--- config.mk ---
export PLATFORM = sky130hd
export DESIGN_NAME = tarm_finish
export DESIGN_NICKNAME = d
export VERILOG_FILES = /design/src/design/tarm_pkg.sv /design/src/design/tarm_finish.sv
export SDC_FILE = /design/constraint.sdc
export NUM_CORES = 2
export LEC_CHECK = 0
export BUFFER_PORTS_ARGS = -buffer_cell sky130_fd_sc_hd__buf_2
export CORE_MARGIN = 3
export CORE_UTILIZATION = 60
export CTS_BUF_LIST = sky130_fd_sc_hd__clkbuf_4 sky130_fd_sc_hd__clkbuf_8 sky130_fd_sc_hd__clkbuf_16
export DETAILED_ROUTE_END_ITERATION = 10
export HOLD_SLACK_MARGIN = 0.06
export PLACE_DENSITY = 0.81
export SLEW_MARGIN = 10
export SYNTH_ARGS = -nofsm -noshare
export SYNTH_HDL_FRONTEND = slang
export SYNTH_SLANG_ARGS = --single-unit
--- constraint.sdc ---
create_clock -name clk_i -period 9.85 [get_ports clk_i]
set_input_delay 0.4925 -clock clk_i [delete_from_list [all_inputs] [get_ports clk_i]]
set_output_delay 0.4925 -clock clk_i [all_outputs]
set_load 0.03 [all_outputs]
--- src/design/tarm_pkg.sv ---
// Package with types, constants and shared arithmetic of the two-angle rotation matrix.
`timescale 1ns / 1ps

package tarm_pkg;

  localparam int unsigned ANGLE_BITS    = 16;
  localparam int unsigned OUT_FRAC_BITS = 14;
  localparam int unsigned FIELD_W       = 16;
  localparam int unsigned PHASE_W       = 32;
  localparam int unsigned PHASE_SHIFT   = PHASE_W - ANGLE_BITS;
  localparam int unsigned Q_FRAC        = 30;
  localparam int unsigned T_W           = Q_FRAC + 1;
  localparam int unsigned SIN_W         = OUT_FRAC_BITS + 2;
  localparam int unsigned PROD_W        = 2 * SIN_W;
  localparam int unsigned ROUND_SH      = Q_FRAC - OUT_FRAC_BITS;

  localparam int unsigned NUM_LANES  = 4;
  localparam int unsigned NUM_CELLS  = 4;
  localparam int unsigned NUM_STAGES = NUM_CELLS + 4;

  localparam int unsigned LANE_SC = 0;
  localparam int unsigned LANE_CC = 1;
  localparam int unsigned LANE_SO = 2;
  localparam int unsigned LANE_CO = 3;

  localparam logic [PHASE_W-1:0] PHASE_QUARTER = PHASE_W'(1) << Q_FRAC;
  localparam logic [T_W-1:0]     Q30_ONE       = T_W'(1) << Q_FRAC;

  localparam logic [T_W-1:0] COEF_C1 = T_W'(1686629713);
  localparam logic [T_W-1:0] COEF_C3 = T_W'(693598668);
  localparam logic [T_W-1:0] COEF_C5 = T_W'(85569306);
  localparam logic [T_W-1:0] COEF_C7 = T_W'(5026995);
  localparam logic [T_W-1:0] COEF_C9 = T_W'(172272);

  localparam logic [T_W-1:0] HORNER_COEF [NUM_CELLS] = '{COEF_C7, COEF_C5, COEF_C3, COEF_C1};

  localparam logic [T_W:0] RND_HALF =
      (ROUND_SH > 0) ? ((T_W + 1)'(1) << (ROUND_SH - 1)) : '0;
  localparam logic [T_W:0] SAT_ONE = (T_W + 1)'(1) << OUT_FRAC_BITS;
  localparam logic signed [PROD_W-1:0] PROD_HALF = PROD_W'(1) << (OUT_FRAC_BITS - 1);

  typedef struct packed {
    logic signed [FIELD_W-1:0] chi_angle;
    logic signed [FIELD_W-1:0] omega_angle;
  } in_item_t;

  typedef struct packed {
    logic signed [FIELD_W-1:0] r00;
    logic signed [FIELD_W-1:0] r01;
    logic signed [FIELD_W-1:0] r02;
    logic signed [FIELD_W-1:0] r10;
    logic signed [FIELD_W-1:0] r11;
    logic signed [FIELD_W-1:0] r12;
    logic signed [FIELD_W-1:0] r20;
    logic signed [FIELD_W-1:0] r21;
    logic signed [FIELD_W-1:0] r22;
  } out_item_t;

  typedef struct packed {
    logic           neg;
    logic [T_W-1:0] t;
    logic [T_W-1:0] t2;
    logic [T_W-1:0] h;
  } lane_t;

  function automatic logic [T_W-1:0] q30_mul(input logic [T_W-1:0] a, input logic [T_W-1:0] b);
    logic [2*T_W-1:0] prod;
    prod = a * b;
    return prod[Q_FRAC+T_W-1:Q_FRAC];
  endfunction

endpackage

--- src/design/tarm_finish.sv ---
// Final sine stage: last product, rounding, saturation and quadrant sign for one lane.
`timescale 1ns / 1ps

module tarm_finish (
  input  logic                                clk_i,
  input  logic                                en_i,
  input  tarm_pkg::lane_t                     lane_i,
  output logic signed [tarm_pkg::SIN_W-1:0]   sine_o
);

  logic [tarm_pkg::T_W:0]             s_wide;
  logic [tarm_pkg::T_W:0]             s_rnd;
  logic [tarm_pkg::SIN_W-2:0]         mag;
  logic signed [tarm_pkg::SIN_W-1:0]  sine_d, sine_q;

  always_comb begin
    s_wide = {1'b0, tarm_pkg::q30_mul(lane_i.t, lane_i.h)};
    s_rnd  = (s_wide + tarm_pkg::RND_HALF) >> tarm_pkg::ROUND_SH;
    mag    = (s_rnd > tarm_pkg::SAT_ONE) ? tarm_pkg::SAT_ONE[tarm_pkg::SIN_W-2:0]
                                         : s_rnd[tarm_pkg::SIN_W-2:0];
    sine_d = lane_i.neg ? -$signed({1'b0, mag}) : $signed({1'b0, mag});
  end

  always_ff @(posedge clk_i) begin
    if (en_i) begin
      sine_q <= sine_d;
    end
  end

  assign sine_o = sine_q;

endmodule

==> metrics.txt <==
number of global-route vias before repair=roughly 27000; most frequent cells in the layout=fa_1 (832), inv_1 (783), nand2_1 (524); Placed Instances=roughly 4300; fin util=0.656; first-pass GRT wire length=about 140000 um; Slowest cell on crit path=fa_1; ys async rst share=0; largest area contributor in the netlist=fa_1; CP Class=in -> reg; commonest non-fill, non-tap cell in the layout=fa_1; Ports=approximately 110; drt total wl=roughly 81000 um; Worst Max-Slew Pin Slew=0.601 ns; Compound-Gate Fraction of Synth Area=0.0474; gr busiest metal=met2; cell family with most CP delay=adder cells; Mapped Cells=about 3600; Yosys warning total=0; post-synth top area share=0.522; Vias=about 25000; grt total ovfl=0; synthesis-to-layout area growth=7.76%; fin crit period=9.56 ns; Post-Syn Area=between 30000 and 40000 um^2; CP endpoint kind=flip-flop; Synth Flop Type=edfxtp_1; share of layout cells above drive strength 1=0.0926; Worst Path Arrival=9.53 ns; post-DP HPWL=roughly 69000 um; Final ANT Viol Nets=0; slew margin rel.=0.600; post-synth cell types=slightly above 80; clock tree sinks=16; Vias/cell=approximately 5.7; drt pass-1 iters=5; Buf/Inv on CP=12; #FFs+latches synth=16; hold wc startpoint=en_i; max reg flops=16; Final Hold Fails=0; met2 global-route usage=0.521; routability congestion estimate=0.922; clk slew on worst S/H paths=roughly 0.05 ns; mux contribution to synthesized area=0; Critical Path RT=around 9.8 ns; hold endpoint=sine_o[9]$_DFFE_PP_; max_cap viols=0; met3 global-route usage=0.0445; max incr delay on CP=approximately 0.52 ns; Post-Synth Adder-Cell Area=0.618; top area cells in the synthesized netlist=fa_1 (52%), and2_1 (9.9%), ha_1 (9.7%); initial antenna violation count=3; mean area per synthesized cell=between 8 and 9 um^2; Root Buffer=clkbuf_16; largest family of logic cells by synthesized area=adder cells; Crit Path Max Fanout=12; site row count=84; Avg WL per Cell=between 15 and 20 um; status=finished, final reports clean; TritonCTS buffer count=3; drt drc=0; Die X=~240 um; Fmax=105 MHz; worst hold path type=in -> reg; Hold Buf Count CTS=0; H-tree level count=1; fin cells=around 4300; register area share after synthesis=0.0150; Worst Hold Depth=1; iteration-0 DRC count of the detailed router=between 1500 and 2000; Simple-Gate Fraction of Synth Area=0.194; Tcrit/Tclk final=0.971; CTS tree=yes; Worst Setup Start Kind=input pin; Post-Synth XOR/XNOR Area=0.00968; largest net degree at the start of global routing=32; Initial Utilization=0.609; Die ar.=between 50000 and 60000 um^2; # setup viols final=0; Core Area=about 53000 um^2; Slew Viols, Final=0; fin nets=between 4000 and 5000; Post-synth EDFFs=16; Tot GR Track Use=0.301; GRT met1 Usage=0.394; Die H=approximately 240 um; syn_nets=about 4700; Buffers on Ports=80; Max clock buf depth=2
-- stage by stage --
stage               hold WS (ns)  cell area (um^2)  setup slack [ns]  setup TNS [ns]
CTS                        0.684             34100            0.0305               0
global placement           0.927             34100            0.0455               0
finish                     0.686             34500             0.286               0
detailed placement         0.939             34100            -0.142          -0.540
global route               0.697             34500           -0.0590          -0.220
floorplan                  0.605             32100             0.258               0
-- area by class of cell --
type,instances,area [um^2]
Inverter,784,2940
Sequential cell,16,480
Timing Repair Buffer,276,2080
Multi-Input combinational cell,2570,28100
Fill cell,4086,18100
Clock buffer,3,75.1
Antenna cell,3,7.51
Tap cell,688,861
-- logic make-up after synthesis --
logic type                 Yosys count
buffers and inverters              984
xor gates and xnor gates            33
DFF                                 16
adders and majority gates         1083
AOI/OAI and AO/OA                  231
and+or+nand+nor                   1223
-- synthesized netlist by cell type, drive strengths merged (9+ instances only) --
cell / instances
a31oi: 10
o211ai: 9
nor4: 14
nor3: 22
and2: 508
a21oi: 74
nand2: 526
ha: 248
edfxtp: 16
and3: 12
clkbuf: 192
xnor2: 24
fa: 835
a211oi: 11
nor2: 47
nand4: 29
inv: 784
nand3: 31
o21ai: 60
-- how the worst max path moves through the flow --
stage / endpoint / cells after the start / slack (ns) / start
floorplan: sine_o[10]$_DFFE_PP_ / 36 / 0.26 / lane_i[75]
global placement: sine_o[4]$_DFFE_PP_ / 38 / 0.05 / lane_i[72]
detailed placement: sine_o[8]$_DFFE_PP_ / 32 / -0.14 / lane_i[74]
CTS: sine_o[8]$_DFFE_PP_ / 32 / 0.03 / lane_i[74]
global route: sine_o[6]$_DFFE_PP_ / 40 / -0.06 / lane_i[67]
finish: sine_o[6]$_DFFE_PP_ / 40 / 0.29 / lane_i[67]
-- what timing repair did --
action                                  4_1_cts  5_1_grt
buffers inserted                              0        8
resized for setup                             0      109
endpoints found under the hold margin         0        0
endpoints found under the setup margin        0        8
-- layer usage --
layer / wire, um / vias to the layer above / part of all wire
li1: - / 10700 / -
met1: 30600 / 12600 / 0.38
met2: 40600 / 1063 / 0.50
met3: 6300 / 247 / 0.078
met4: 3230 / 0 / 0.040
met5: 0 / - / 0
Power is not shown: default switching activity piles up to over one toggle a cycle in this logic, so the estimate is an artifact.
