--- config.mk ---
export PLATFORM = sky130hd
export DESIGN_NAME = tarm_cell
export DESIGN_NICKNAME = d
export VERILOG_FILES = /design/src/design/tarm_pkg.sv /design/src/design/tarm_cell.sv
export SDC_FILE = /design/constraint.sdc
export NUM_CORES = 2
export LEC_CHECK = 0
export BUFFER_PORTS_ARGS = -buffer_cell sky130_fd_sc_hd__buf_2
export CAP_MARGIN = 20
export CORE_AREA = 5 5 228 230
export DETAILED_ROUTE_END_ITERATION = 16
export DIE_AREA = 0 0 233 235
export GPL_TIMING_DRIVEN = 0
export PLACE_DENSITY = 0.9
export RECOVER_POWER = 100
export SYNTH_ARGS = -nofsm -noshare
export SYNTH_HDL_FRONTEND = slang
export SYNTH_SLANG_ARGS = --single-unit
--- constraint.sdc ---
create_clock -name clk_i -period 17.9 [get_ports clk_i]
set_clock_uncertainty 0.2 [all_clocks]
set_input_delay 1.79 -clock clk_i [delete_from_list [all_inputs] [get_ports clk_i]]
set_output_delay 1.79 -clock clk_i [all_outputs]
set_load 0.05 [all_outputs]
--- src/design/tarm_pkg.sv ---
// Package with types, constants and shared arithmetic of the two-angle rotation matrix.
`timescale 1ns / 1ps

package tarm_pkg;

  localparam int unsigned ANGLE_BITS    = 16;
  localparam int unsigned OUT_FRAC_BITS = 14;
  localparam int unsigned FIELD_W       = 16;
  localparam int unsigned PHASE_W       = 32;
  localparam int unsigned PHASE_SHIFT   = PHASE_W - ANGLE_BITS;
  localparam int unsigned Q_FRAC        = 30;
  localparam int unsigned T_W           = Q_FRAC + 1;
  localparam int unsigned SIN_W         = OUT_FRAC_BITS + 2;
  localparam int unsigned PROD_W        = 2 * SIN_W;
  localparam int unsigned ROUND_SH      = Q_FRAC - OUT_FRAC_BITS;

  localparam int unsigned NUM_LANES  = 4;
  localparam int unsigned NUM_CELLS  = 4;
  localparam int unsigned NUM_STAGES = NUM_CELLS + 4;

  localparam int unsigned LANE_SC = 0;
  localparam int unsigned LANE_CC = 1;
  localparam int unsigned LANE_SO = 2;
  localparam int unsigned LANE_CO = 3;

  localparam logic [PHASE_W-1:0] PHASE_QUARTER = PHASE_W'(1) << Q_FRAC;
  localparam logic [T_W-1:0]     Q30_ONE       = T_W'(1) << Q_FRAC;

  localparam logic [T_W-1:0] COEF_C1 = T_W'(1686629713);
  localparam logic [T_W-1:0] COEF_C3 = T_W'(693598668);
  localparam logic [T_W-1:0] COEF_C5 = T_W'(85569306);
  localparam logic [T_W-1:0] COEF_C7 = T_W'(5026995);
  localparam logic [T_W-1:0] COEF_C9 = T_W'(172272);

  localparam logic [T_W-1:0] HORNER_COEF [NUM_CELLS] = '{COEF_C7, COEF_C5, COEF_C3, COEF_C1};

  localparam logic [T_W:0] RND_HALF =
      (ROUND_SH > 0) ? ((T_W + 1)'(1) << (ROUND_SH - 1)) : '0;
  localparam logic [T_W:0] SAT_ONE = (T_W + 1)'(1) << OUT_FRAC_BITS;
  localparam logic signed [PROD_W-1:0] PROD_HALF = PROD_W'(1) << (OUT_FRAC_BITS - 1);

  typedef struct packed {
    logic signed [FIELD_W-1:0] chi_angle;
    logic signed [FIELD_W-1:0] omega_angle;
  } in_item_t;

  typedef struct packed {
    logic signed [FIELD_W-1:0] r00;
    logic signed [FIELD_W-1:0] r01;
    logic signed [FIELD_W-1:0] r02;
    logic signed [FIELD_W-1:0] r10;
    logic signed [FIELD_W-1:0] r11;
    logic signed [FIELD_W-1:0] r12;
    logic signed [FIELD_W-1:0] r20;
    logic signed [FIELD_W-1:0] r21;
    logic signed [FIELD_W-1:0] r22;
  } out_item_t;

  typedef struct packed {
    logic           neg;
    logic [T_W-1:0] t;
    logic [T_W-1:0] t2;
    logic [T_W-1:0] h;
  } lane_t;

  function automatic logic [T_W-1:0] q30_mul(input logic [T_W-1:0] a, input logic [T_W-1:0] b);
    logic [2*T_W-1:0] prod;
    prod = a * b;
    return prod[Q_FRAC+T_W-1:Q_FRAC];
  endfunction

endpackage

--- src/design/tarm_cell.sv ---
// One polynomial cell: a single Horner step of the sine series for one lane.
`timescale 1ns / 1ps

module tarm_cell (
  input  logic                         clk_i,
  input  logic                         en_i,
  input  logic [tarm_pkg::T_W-1:0]     coef_i,
  input  tarm_pkg::lane_t              lane_i,
  output tarm_pkg::lane_t              lane_o
);

  tarm_pkg::lane_t lane_d, lane_q;

  always_comb begin
    lane_d   = lane_i;
    lane_d.h = coef_i - tarm_pkg::q30_mul(lane_i.t2, lane_i.h);
  end

  always_ff @(posedge clk_i) begin
    if (en_i) begin
      lane_q <= lane_d;
    end
  end

  assign lane_o = lane_q;

endmodule

==> results.rst <==
.. list-table::
   :header-rows: 1

   * - Metric
     - Value
   * - Pin count of the biggest net entering global routing
     - 68
   * - Post-synth top area share
     - 48.61%
   * - Per-cell routed wire length
     - 24.99 microns
   * - Area of the die
     - 0.05476 sq mm
   * - Main area contributors after synthesis
     - sky130_fd_sc_hd__fa_1 (49%), sky130_fd_sc_hd__ha_1 (10%), sky130_fd_sc_hd__inv_1 (8.4%)
   * - Sinks on the clock net
     - 94
   * - Run status
     - finished with violations
   * - Router iterations before antenna repair
     - 10
   * - Violated checks
     - max-capacitance violations, max-slew violations
   * - Synthesized net count
     - 4864
   * - TritonCTS clock tree
     - built
   * - Area grow syn2layout
     - 6.327%
   * - Max stage delay cell, worst path
     - sky130_fd_sc_hd__clkbuf_1
   * - Cell area after synthesis
     - 0.03443 sq mm
   * - Relative slew slack
     - -165.7%
   * - Type of element capturing the critical path
     - flop
   * - Number of enable-type register cells in the synthesized netlist
     - 94
   * - Flop and latch count out of synthesis
     - 94
   * - Arrival time of the worst setup path
     - 12600 ps
   * - Yosys warnings
     - 0
   * - Layout Utilization
     - 73.72%
   * - Gate count after technology mapping
     - 3625
   * - Setup slack after placement
     - 5552 ps
   * - Launching element type of the critical path
     - primary input
   * - Overall Global Routing Usage
     - 42.23%
   * - Final worst-path setup slack
     - 5262 ps
   * - Vias/cell
     - 6.239
   * - Most area-hungry cell type in the Yosys netlist
     - sky130_fd_sc_hd__fa_1
   * - Antenna Violating Nets Remaining
     - 0
   * - Class of the worst hold path
     - in -> reg
   * - Most repeated cell in the gate-level netlist after synthesis
     - sky130_fd_sc_hd__fa_1
   * - CTS H-Tree Depth
     - 3
   * - Post-CTS repair timing setup buffer count
     - 0
   * - Number of global-route vias before repair
     - 30140
   * - Buffers on Ports
     - 220
   * - Post-cts gate resize count
     - 0
   * - Required time at the worst-slack endpoint
     - 17860 ps
   * - Count of endpoints failing hold in the final timing report
     - 0
   * - Buffer cell driving the clock tree root
     - sky130_fd_sc_hd__clkbuf_16
   * - Final-report setup violation count
     - 0
   * - Peak clock frequency supported by timing
     - 79.12 MHz
   * - RSZ-0062 raised after global routing
     - false
   * - Final Max Tran Viols
     - 97
   * - Violation count after the first detailed-routing iteration
     - 3514
   * - Synth top cells by count
     - sky130_fd_sc_hd__fa_1 (836), sky130_fd_sc_hd__inv_1 (771), sky130_fd_sc_hd__nand2_1 (561)
   * - Setup TNS Final
     - 0 ps
   * - Area inside the core boundary
     - 0.04966 sq mm
   * - Final wirelength
     - 114000 microns
   * - Number of buffers inserted during clock tree synthesis
     - 9
   * - Net count, final
     - 5100
   * - Global-route wire length before repair
     - 170600 microns
   * - Time the worst path needs with I/O delays and setup
     - 12640 ps
   * - Largest stage delay, worst path
     - 860 ps
   * - Distinct cells, synth
     - 61
   * - Overall die width
     - 233 microns
   * - Starting density of the core
     - 69.33%
   * - Layout cells sized above 1
     - 3.285%
   * - Fraction of the yosys area taken by sequential cells
     - 8.199%
   * - Flip-flop count of the largest register, all copies and words added
     - 94
   * - CP max FO
     - 10
   * - I/O Pins
     - 221
   * - Maximum Capacitance Violations
     - 2
   * - Flip-flop cell with the highest count after synthesis
     - sky130_fd_sc_hd__edfxtp_1
   * - Final weighted congestion of routability-driven global placement
     - 1.090
   * - Total grt overflow
     - 0
   * - Hold-fix buffer count after cts
     - 0
   * - HPWL after DPL
     - 91930 microns
   * - Vertical die dimension
     - 235 microns
   * - Number of antenna violations at the first check in global routing
     - 18
   * - Cell repeated most along the worst path
     - sky130_fd_sc_hd__fa_1
   * - Post-Synthesis Mean Instance Area
     - 9.497 sq um
   * - Clock slew seen by the registers of the worst setup and hold paths
     - 90 ps
   * - Slew at the pin closest to its max-slew limit
     - 3985 ps
   * - Number of cells after detailed placement
     - 4519
   * - Overall via count from detail_route
     - 28460
   * - Number of core rows
     - 82
   * - Post-synthesis async set-or-reset flop share
     - 0%
   * - Cell Count, Final, Fillers Out
     - 4561
   * - Final worst path period share
     - 70.61%
   * - Post-route DRC violation count
     - 0
   * - Maximum number of buffers from clock root to sink
     - 2
   * - Crit Path Class
     - in -> reg
-- stage by stage --
stage / instance area, sq um / hold WS [ps]
2_1_floorplan: 34430 / 1689
3_3_place_gp: 36370 / 1766
3_5_place_dp: 36400 / 1768
4_1_cts: 36700 / 1349
5_1_grt: 36550 / 1346
6_report: 36610 / 1348
-- worst max-delay path, delay by kind of cell --
family / cells / cell delay (ps)
AND/OR/NAND/NOR: 5 / 1140
AO/OA/AOI/OAI: 10 / 3200
buffers and inverters: 4 / 1380
adder cells (fa/ha/maj): 10 / 4790
XOR/XNOR: 2 / 250
-- layer usage --
layer | routed length (microns) | GRT usage [%] | part of all wire, % | vias to the layer above
li1 | - | - | - | 11270
met1 | 34810 | 48.74 | 31 | 13900
met2 | 49730 | 62.69 | 44 | 2424
met3 | 16900 | 17.06 | 15 | 854
met4 | 12470 | 32.74 | 11 | 10
met5 | 73 | 0 | 0.064 | -
-- path summary, 6_finish.rpt --
check  startpoint    endpoint  slack [ps]  cells past startpoint
min    lane_i[76]  lane_o[76]        1350                      1
max    lane_i[52]  lane_o[30]        5260                     31
-- layout make-up --
cell class	instances	area, sq um
Inverter	771	2894
Timing Repair Buffer	225	987.2
Fill cell	3558	13050
Sequential cell	94	2823
Multi-Input combinational cell	2564	27970
Tap cell	672	840.8
Clock buffer	9	225.2
Clock inverter	7	71.32
Antenna cell	23	57.56
Buffer	196	735.7
-- placed cells by master (no fill, tap or decap), drive strengths merged, types with 4 or more instances in the layout --
master	n
a211oi	10
a21o	33
xnor2	39
nand3	11
fa	836
inv	776
diode	23
nor2	44
nor3	9
a31oi	10
edfxtp	94
o21bai	10
nor2b	6
a211o	7
o21a	8
ha	276
and3	10
nand2	561
o211ai	9
xor2	25
nand4	15
o21ai	51
buf	97
clkbuf	333
o2111ai	4
a21oi	81
a41oi	4
and2	455
-- cell families (layout without fill, tap and decap cells) --
| kind of cell | after synthesis | in the layout | synth area share, % |
|---|---|---|---|
| compound gates | 259 | 259 | 4.913 |
| xor+xnor | 64 | 64 | 1.628 |
| fa+ha+maj | 1112 | 1112 | 58.64 |
| buf+inv | 967 | 1208 | 10.54 |
| flops | 94 | 94 | 8.199 |
| other cells | 0 | 23 | 0 |
| simple gates | 1129 | 1129 | 16.07 |
Power is left out: the tool's default activity adds up to more than one toggle a clock period on the data nets, which glitch-free logic cannot reach.
